## src/sv/dwst_pkg.sv

```systemverilog
// ---------------------------------------------------------------------------
// dwst_pkg
// Shared widths, defaults, the fixed test pattern table and the result type
// of the delay window sweep trainer.
// ---------------------------------------------------------------------------
package dwst_pkg;

  localparam int unsigned RATIO_W       = 7;
  localparam int unsigned DATA_W        = 32;
  localparam int unsigned MAX_RATIO_DEF = 64;
  localparam int unsigned WORD_BITS_DEF = 32;

  localparam int unsigned TABLE_WORDS = 14;
  localparam int unsigned TABLE_IDX_W = $clog2(TABLE_WORDS);

  localparam logic [DATA_W-1:0] FIXED_TABLE [TABLE_WORDS] = '{
    32'h0000_0000, 32'hFFFF_FFFF, 32'h5555_5555, 32'hAAAA_AAAA,
    32'h3333_3333, 32'hCCCC_CCCC, 32'h0F0F_0F0F, 32'hF0F0_F0F0,
    32'h00FF_00FF, 32'hFF00_FF00, 32'h0000_FFFF, 32'hFFFF_0000,
    32'h6996_9669, 32'h9669_6996
  };

  localparam logic REQ_START    = 1'b0;
  localparam logic REQ_READBACK = 1'b1;

  typedef struct packed {
    logic [RATIO_W-1:0] set_ratio;
    logic [DATA_W-1:0]  write_pattern;
    logic               done_res;
    logic               found;
    logic [RATIO_W-1:0] window_first;
    logic [RATIO_W-1:0] window_last;
    logic [RATIO_W-1:0] chosen_ratio;
  } dwst_res_t;

endpackage

```

## src/sv/dwst_pattern.sv

```systemverilog
// ---------------------------------------------------------------------------
// dwst_pattern
// Test word generator: fixed table, walking one, walking zero, then the
// test address, selected by the pattern index.
// ---------------------------------------------------------------------------
module dwst_pattern import dwst_pkg::*; #(
  parameter int unsigned WORD_BITS = WORD_BITS_DEF
) (
  input  logic [$clog2(TABLE_WORDS + 2 * WORD_BITS + 2)-1:0] idx,
  input  logic [DATA_W-1:0]                                  train_addr,
  output logic [WORD_BITS-1:0]                               pattern
);

  localparam int unsigned IDX_W = $clog2(TABLE_WORDS + 2 * WORD_BITS + 2);
  localparam int unsigned SHW   = $clog2(WORD_BITS);

  logic [IDX_W-1:0]     walk_pos;
  logic [IDX_W-1:0]     walk_zero_pos;
  logic [WORD_BITS-1:0] one_walk;
  logic [WORD_BITS-1:0] zero_walk;

  assign walk_pos      = idx - IDX_W'(TABLE_WORDS);
  assign walk_zero_pos = walk_pos - IDX_W'(WORD_BITS);
  assign one_walk      = WORD_BITS'(1) << walk_pos[SHW-1:0];
  assign zero_walk     = ~(WORD_BITS'(1) << walk_zero_pos[SHW-1:0]);

  always_comb begin
    if (idx < IDX_W'(TABLE_WORDS)) begin
      pattern = WORD_BITS'(FIXED_TABLE[idx[TABLE_IDX_W-1:0]]);
    end else if (walk_pos < IDX_W'(WORD_BITS)) begin
      pattern = one_walk;
    end else if (walk_pos < IDX_W'(2 * WORD_BITS)) begin
      pattern = zero_walk;
    end else begin
      pattern = WORD_BITS'(train_addr);
    end
  end

endmodule

```

## src/sv/dwst_seq.sv

```systemverilog
// ---------------------------------------------------------------------------
// dwst_seq
// Sweep sequencer: holds the sweep state, checks each readback against the
// word last issued and forms the report for the updated state.
// ---------------------------------------------------------------------------
module dwst_seq import dwst_pkg::*; #(
  parameter int unsigned MAX_RATIO = MAX_RATIO_DEF,
  parameter int unsigned WORD_BITS = WORD_BITS_DEF
) (
  input  logic              clk,
  input  logic              rst,
  input  logic              en,
  input  logic              req_type,
  input  logic [DATA_W-1:0] read_data,
  input  logic [DATA_W-1:0] train_addr,
  output dwst_res_t         res
);

  localparam int unsigned TOTAL_WORDS = TABLE_WORDS + 2 * WORD_BITS + 1;
  localparam int unsigned IDX_W       = $clog2(TOTAL_WORDS + 1);

  logic               sweeping,      sweeping_next;
  logic [RATIO_W-1:0] current_ratio, current_ratio_next;
  logic [IDX_W-1:0]   pattern_index, pattern_index_next;
  logic               window_seen,   window_seen_next;
  logic [RATIO_W-1:0] first_pass,    first_pass_next;
  logic [RATIO_W-1:0] last_pass,     last_pass_next;

  logic [WORD_BITS-1:0] expected;
  logic [WORD_BITS-1:0] next_word;
  logic [IDX_W-1:0]     index_inc;
  logic                 step_setting;
  logic [RATIO_W:0]     mid_sum;
  logic [RATIO_W-1:0]   mid;

  dwst_pattern #(.WORD_BITS(WORD_BITS)) u_expected (
    .idx        (pattern_index),
    .train_addr (train_addr),
    .pattern    (expected)
  );

  dwst_pattern #(.WORD_BITS(WORD_BITS)) u_next_word (
    .idx        (pattern_index_next),
    .train_addr (train_addr),
    .pattern    (next_word)
  );

  assign index_inc = pattern_index + IDX_W'(1);

  always_comb begin
    sweeping_next      = sweeping;
    current_ratio_next = current_ratio;
    pattern_index_next = pattern_index;
    window_seen_next   = window_seen;
    first_pass_next    = first_pass;
    last_pass_next     = last_pass;
    step_setting       = 1'b0;

    if (req_type == REQ_START) begin
      sweeping_next      = 1'b1;
      current_ratio_next = '0;
      pattern_index_next = '0;
      window_seen_next   = 1'b0;
      first_pass_next    = '0;
      last_pass_next     = '0;
    end else if (sweeping) begin
      if (WORD_BITS'(read_data) != expected) begin
        // a failure after a pass closes the window
        if (window_seen) begin
          sweeping_next = 1'b0;
        end else begin
          step_setting = 1'b1;
        end
      end else begin
        pattern_index_next = index_inc;
        if (index_inc >= IDX_W'(TOTAL_WORDS)) begin
          if (!window_seen) begin
            window_seen_next = 1'b1;
            first_pass_next  = current_ratio;
          end
          last_pass_next = current_ratio;
          step_setting   = 1'b1;
        end
      end
    end

    if (step_setting) begin
      if (current_ratio >= RATIO_W'(MAX_RATIO)) begin
        sweeping_next = 1'b0;
      end else begin
        current_ratio_next = current_ratio + RATIO_W'(1);
        pattern_index_next = '0;
      end
    end
  end

  assign mid_sum = {1'b0, first_pass_next} + {1'b0, last_pass_next};
  assign mid     = mid_sum[RATIO_W:1];

  always_comb begin
    res.found        = window_seen_next;
    res.window_first = first_pass_next;
    res.window_last  = last_pass_next;
    res.chosen_ratio = mid;
    if (sweeping_next) begin
      res.set_ratio     = current_ratio_next;
      res.write_pattern = DATA_W'(next_word);
      res.done_res      = 1'b0;
    end else begin
      res.set_ratio     = mid;
      res.write_pattern = '0;
      res.done_res      = 1'b1;
    end
  end

  always_ff @(posedge clk) begin
    if (rst) begin
      sweeping      <= 1'b0;
      current_ratio <= '0;
      pattern_index <= '0;
      window_seen   <= 1'b0;
      first_pass    <= '0;
      last_pass     <= '0;
    end else if (en) begin
      sweeping      <= sweeping_next;
      current_ratio <= current_ratio_next;
      pattern_index <= pattern_index_next;
      window_seen   <= window_seen_next;
      first_pass    <= first_pass_next;
      last_pass     <= last_pass_next;
    end
  end

endmodule

```

## config.mk

```make
export PLATFORM = sky130hd
export DESIGN_NAME = dwst_seq
export DESIGN_NICKNAME = d
export VERILOG_FILES = /design/src/sv/dwst_pkg.sv /design/src/sv/dwst_pattern.sv /design/src/sv/dwst_seq.sv
export SDC_FILE = /design/constraint.sdc
export NUM_CORES = 1
export LEC_CHECK = 0
export BUFFER_PORTS_ARGS = -buffer_cell sky130_fd_sc_hd__buf_2
export CORE_MARGIN = 4
export CORE_UTILIZATION = 50
export CTS_BUF_LIST = sky130_fd_sc_hd__clkbuf_2
export CTS_CLUSTER_SIZE = 14
export DETAILED_ROUTE_END_ITERATION = 6
export HOLD_SLACK_MARGIN = 0.05
export PLACE_DENSITY = 0.71
export SETUP_SLACK_MARGIN = 0.5
export SLEW_MARGIN = 15
export SYNTH_ARGS = -nofsm -noshare
export SYNTH_HDL_FRONTEND = slang
export SYNTH_SLANG_ARGS = --single-unit
```

## constraint.sdc

```tcl
create_clock -name clk -period 7.4 [get_ports clk]
set_input_delay 1.48 -clock clk [delete_from_list [all_inputs] [get_ports clk]]
set_output_delay 1.48 -clock clk [all_outputs]
set_load 0.01 [all_outputs]
```

Yosys cells after proc, flatten, opt, wreduce, memory -nomap -nowiden
Memory sizes are Yosys's and may differ from the RTL's.
Index checks and enable logic that the tools add are counted.
- flip-flop bits (word level): 30
- memory bits (read-only): 1024
- output and inout port bits: 62
- word-level logic and storage cells: 76
- memories kept: 2
- memories (memory ; words ; width ; read ports ; clocked after Yosys merged registers in ; write ports ; RTL line ; source):
    (name not given) ; 16 ; 32 ; 1 ; 0 ; 0 ; dwst_pattern.sv:29 ; pattern = WORD_BITS'(FIXED_TABLE[idx[TABLE_IDX_W-1:0]]);
    (name not given) ; 16 ; 32 ; 1 ; 0 ; 0 ; dwst_pattern.sv:29 ;
- add/subtract/negate cells: 7
- order comparisons: 10
- equal/unequal tests: 1
- shifts and indexed selects: 4
- multiplexer cells: 42
- bitwise logic cells: 4
- operators by type and width (kind ; number):
    $mux W32 ; 10
    $shl A1 B5 Y32 const A ; 4
    $mux W7 ; 17
    $not A32 Y32 ; 2
    $mux W40 ; 1
    $ne A32 B32 Y1 ; 1
    $add A7 B1 Y7 const B ; 2
    $ge A7 B7 Y1 const B ; 2
    $lt A7 B4 Y1 const B ; 2
    $lt A7 B6 Y1 const B ; 2
    $lt A7 B7 Y1 const B ; 2
    $mux W1 ; 14
    $sub A7 B4 Y7 const B ; 2
    $ge A5 B5 Y1 const B ; 2
    $not A4 Y5 ; 2
    $sub A5 B1 Y5 const B ; 2
    $add A7 B7 Y8 ; 1

Longest topological paths before layout
- depth after elaboration: 21
- depth in mapped cells: 30

Cells and area by module
From an unflattened synthesis, not the netlist that was laid out.
- cells, all modules: 896
- area, all modules: 6244.7 sq um
- by module, submodules not included (module ; times used ; cells each ; area each (sq um)):
    dwst_seq ; 1 ; 389 ; 3001.6
    dwst_pattern at u_next_word ; 1 ; 265 ; 1682.9
    dwst_pattern at u_expected ; 1 ; 242 ; 1560.2

Worst setup path after synthesis
Ideal clock, no wire load.
- path kind: input to output
- start point: input port read_data[16]
- end point: output port res[43] in the netlist's numbering
- arrival time: 6445 ps
- data required time: 5920 ps
- path slack: -525 ps
- stages on the path: 24
- path through: xor2_1 > and3_1 > a2111oi_0 > a41oi_1 > a41o_1 > nor4_1 > o2111ai_1 > or4_1 > buf_4 > o211ai_2 > nand3_1 > buf_4 > clkbuf_1 > nor2_1 > ha_1 > inv_1 > nor4_1 > nor4_1 > xnor2_1 > nand2b_1 > buf_2 > buf_4 > a31oi_1 > o31ai_1
- RTL lines (what ; RTL line ; source):
    start: declaration ; dwst_seq.sv:14 ; input logic [DATA_W-1:0] read_data,
    end: declaration ; dwst_seq.sv:16 ; output dwst_res_t res

==> flow_results.org <==
** Outcome
- The flow ran to the end, but the final reports show violations.
- The final reports fail on negative setup slack.

** Detailed routing
- In this run the remaining antenna-violating nets after routing total 0.
- In this run, the number of DRC markers left after iteration 0 of detailed routing was 1207.
- # DRC :: 0
- Final routed wire length divided by cell count :: 23.3 um
- The final layout contains routed wiring with a total length of 36400 um.
- For this block, the via count after detailed routing is 10.7k.
- Before antenna repair, the detailed router went through 6 iterations.
- After detailed routing, the number of vias per cell comes to 6.82.

** Global route
- The first global-routing pass estimated 54700 um of wire.
- Initial antenna violation count :: 2
- For this run the aggregate overflow at the end of global routing stands at 0.
- Vias in the first global route :: 9903
- In the global route stage, overall resource usage came out at 38.3%.
- Entering global routing, the biggest net connects 43 pins.

** STA
- Max Transition Viols Final :: 0
- Slew at the pin closest to its max-slew limit :: 793 ps
- In this run the tightest slew margin relative to its limit is 47.1%.
- Setup repair after global routing could not meet its margin everywhere.
- Period minus WS final :: 7680 ps
- Based on the critical path, the design can be clocked at up to 0.130 GHz.
- Once routing completed, OpenROAD measured the worst setup slack at -281 ps.
- The number of hold-slack violations in the final timing report was 0.
- The worst path uses 104% of the clock period.
- In the final timing run, aggregate negative setup slack is -1050 ps.
- Number of failing setup endpoints in the final timing report :: 22
- Across the routed clock network, the largest skew measured is 18.7 ps.

** Worst setup path
- For this run, the slowest stage of the critical path takes 500 ps.
- The signal on the critical path passes through buf_2 > inv_1 > a221o_1 > nor3_2 > o22ai_1 > a221oi_2 > o211ai_1 > or4_4 > nor3_4 > nand4_1 > nor2_4 > buf_12 > mux2i_4 > nor2_4 > ha_4 > and4_4 > a2111oi_4 > o21bai_1 > a21o_1 > mux2_4 > buf_6.
- Most common cell on crit path :: nor2_4
- The worst setup path is of the primary input to output pin kind.
- Data arrival time of the critical path :: 6200 ps
- CP Max Fanout :: 5
- Critical register-to-register path startpoint :: pattern_index[2]$_SDFFE_PP0P_
- The worst setup path is launched from a primary input.
- Cell at the slowest stage of the critical path :: or4_4
- In this run the worst setup path begins at read_data[29].
- Setup crit end kind :: output pin
- STA puts the critical path data required time at 5920 ps.

** Synth
- During synthesis, Yosys emitted a total of 0 warnings.
- Mapped cell area :: 7770 sq um
- The synthesized netlist devotes 3.16% of its cell area to adder and majority cells.
- After synthesis, the share of flip-flops with an asynchronous set or reset is 0%.
- The synthesized netlist devotes 37.3% of its cell area to compound gates.
- Multiplexer cells account for 8.73% of the synthesized area.
- After Yosys synthesis, XOR and XNOR cells account for 7.64% of the synthesized area.
- Gate Count Post-Synth :: 1128
- After Yosys synthesis, and, or, nand and nor cells account for 26.8% of the synthesized area.
- Sequential share of the synthesized area :: 7.73%
- Number of distinct standard cells referenced by the synthesized netlist :: 95
- Flops & latches, synth :: 30
- Number of flops mapped to enable cells by yosys :: 0
- By area, the combinational part of the netlist is dominated by compound AO/OA/AOI/OAI gates.
- Mean post-synth cell area :: 6.88 sq um
- Primary FF master, synth :: dfxtp_1
- When the netlist entered floorplanning its net count stood at 1215.

** Worst hold path
- The path class of the tightest hold or removal check is register to register.
- The worst hold path begins at first_pass[5]$_SDFFE_PP0P_.

** Die
- Initial Util :: 51.1%
- Die Wd :: 133 um
- The die is 133 um tall.
- Boundary pin count :: 130
- The floorplan step defined a die boundary enclosing 17600 sq um.
- The floorplan has 45 rows.
- The region available for standard cell placement spans 15200 sq um.

** Clock network
- Hold bufs inserted after CTS :: 0
- CTS clk-pin slew, worst paths :: 150 ps
- Clock tree from TritonCTS :: built
- Clock buffer count from CTS :: 5
- The clock reaches the later pin of the worst-skew pair after 390 ps.
- Clock tree synthesis selected as its root buffer the cell clkbuf_2.
- In this run the number of H-tree levels came out at 2.
- In this run the deepest clock path goes through 2 buffers.
- Num Clock Sinks :: 30

** Power and ir drop
- Total power per unit cell area :: 38.0 nW/um^2
- For this design the static power due to leakage is 0.00442 uW.
- The design draws 405 uW.
- IR analysis of the VDD net gives a maximum drop of 88.2 uV.

** Placed design
- Post-detailed-placement half-perimeter wirelength :: 27600 um
- Post-place instance area :: 9790 sq um
- Cell count after placement :: 1525
- The count of buffers added on input and output ports is 129.
- At the end of routability-driven placement, the weighted congestion stood at 1.02.

** Flow run
- Count of maximum capacitance violations :: 0

** Layout
- Cell area after layout :: 10700 sq um
- At the end of the flow the core is filled with cells to 70.2%.
- Signed area change from the synthesized netlist to the final layout :: 37.4%
- Of the cells placed in the final design, the portion with a size suffix greater than 1 is 37.7%.
- The final layout contains 1461 nets.
- # diodes :: 0
- Count of placed standard cells in the final layout, fillers left out :: 1563
report_power, final:
group          internal [uW]  switching, uW  total [uW]  leakage (uW)
sequential               162           1.83         164      0.000245
combinational           62.5           98.3         161       0.00415
clock                   20.1           60.8        80.9     0.0000255
Yosys cell counts, types with 19 or more instances:
cell type	instances	area share, %
clkbuf_1	32	1.5
a21oi_1	84	5.4
nand3_1	33	2.1
nor2b_1	22	1.8
o21ai_0	68	4.4
buf_2	34	2.2
nor3_1	40	2.6
mux2i_1	43	5.5
xnor2_1	51	5.8
nand2b_1	25	2.0
dfxtp_1	30	7.7
nor2_1	106	5.1
nand2_1	84	4.1
inv_1	34	1.6
buf_4	19	1.8
mux2_2	19	2.8
o211ai_1	22	2.1
sequential cells by signal (all words and copies together) (netlist names):
signal / count
current_ratio: 7
pattern_index: 7
first_pass: 7
window_seen: 1
sweeping: 1
last_pass: 7
cells in the final DEF, fill, tap and decap left out, types with 8 or more instances in the layout:
cell type	netlist	routed
nor3_1	40	35
mux2i_1	43	38
ha_1	18	11
buf_4	19	190
mux2_2	19	16
a21oi_1	84	79
a31oi_1	14	12
o211ai_2	10	9
xnor2_1	51	48
a32oi_1	15	9
buf_12	0	10
o221ai_1	13	13
nor2_1	106	94
o22ai_1	12	12
buf_2	34	121
a22oi_1	17	8
o21ai_0	68	65
nor2b_1	22	18
a22oi_2	0	9
o21bai_1	8	8
nand3_1	33	31
nand2b_1	25	24
o2111ai_1	13	12
inv_1	34	33
nand4_1	16	16
buf_6	6	16
o21ai_1	17	17
nand2_1	84	82
nor2_2	2	9
xor2_1	13	10
o21a_1	8	8
and2_1	12	11
o211ai_1	22	22
and3_1	16	14
dfxtp_1	30	25
cell families (layout without fill, tap and decap cells):
family / Yosys count / in the layout
simple gates: 406 / 406
buf+inv: 136 / 383
compound gates: 407 / 407
mux: 64 / 64
flops: 30 / 30
fa+ha+maj: 19 / 19
xor+xnor: 66 / 66
stage by stage:
stage	worst slack, ps	hold slack [ps]
floorplan	132	460
global placement	-128	469
detailed placement	-182	480
CTS	-89.9	524
global route	-470	570
finish	-281	526
critical path, delay by kind of cell:
| kind | cells | cell delay [ps] |
|---|---|---|
| compound gates | 7 | 1680 |
| fa+ha+maj | 1 | 290 |
| buf+inv | 4 | 500 |
| mux | 2 | 530 |
| simple gates | 7 | 1720 |
final timing paths:
kind | end | slack (ps) | depth (start not counted)
setup reg to reg | current_ratio[4]$_SDFFE_PP0P_ | 2330 | 19
setup / recovery | res[61] | -280 | 21
hold / removal | first_pass[5]$_SDFFE_PP0P_ | 530 | 2
hold reg to reg | first_pass[5]$_SDFFE_PP0P_ | 530 | 2
repair_timing:
action	4_1_cts	5_1_grt
gates resized for setup	72	45
setup endpoints to repair	46	46
buffers inserted	23	7
pin swaps	50	29
routing by layer:
| metal | routed length [um] | GRT usage (%) | vias to the layer above |
|---|---|---|---|
| met4 | 2670 | 21.7 | 4 |
| met1 | 13500 | 46.0 | 4923 |
| met3 | 3310 | 6.73 | 213 |
| li1 | - | - | 4770 |
| met2 | 16900 | 64.5 | 749 |
| met5 | 26 | 0 | - |
layout make-up:
| class | count | area, sq um |
|---|---|---|
| Clock buffer | 5 | 25.0 |
| Clock inverter | 3 | 11.3 |
| Fill cell | 1238 | 4530 |
| Inverter | 36 | 139 |
| Multi-Input combinational cell | 962 | 7210 |
| Sequential cell | 30 | 609 |
| Tap cell | 188 | 235 |
| Timing Repair Buffer | 339 | 2440 |
(Power assumes the default switching activity.)
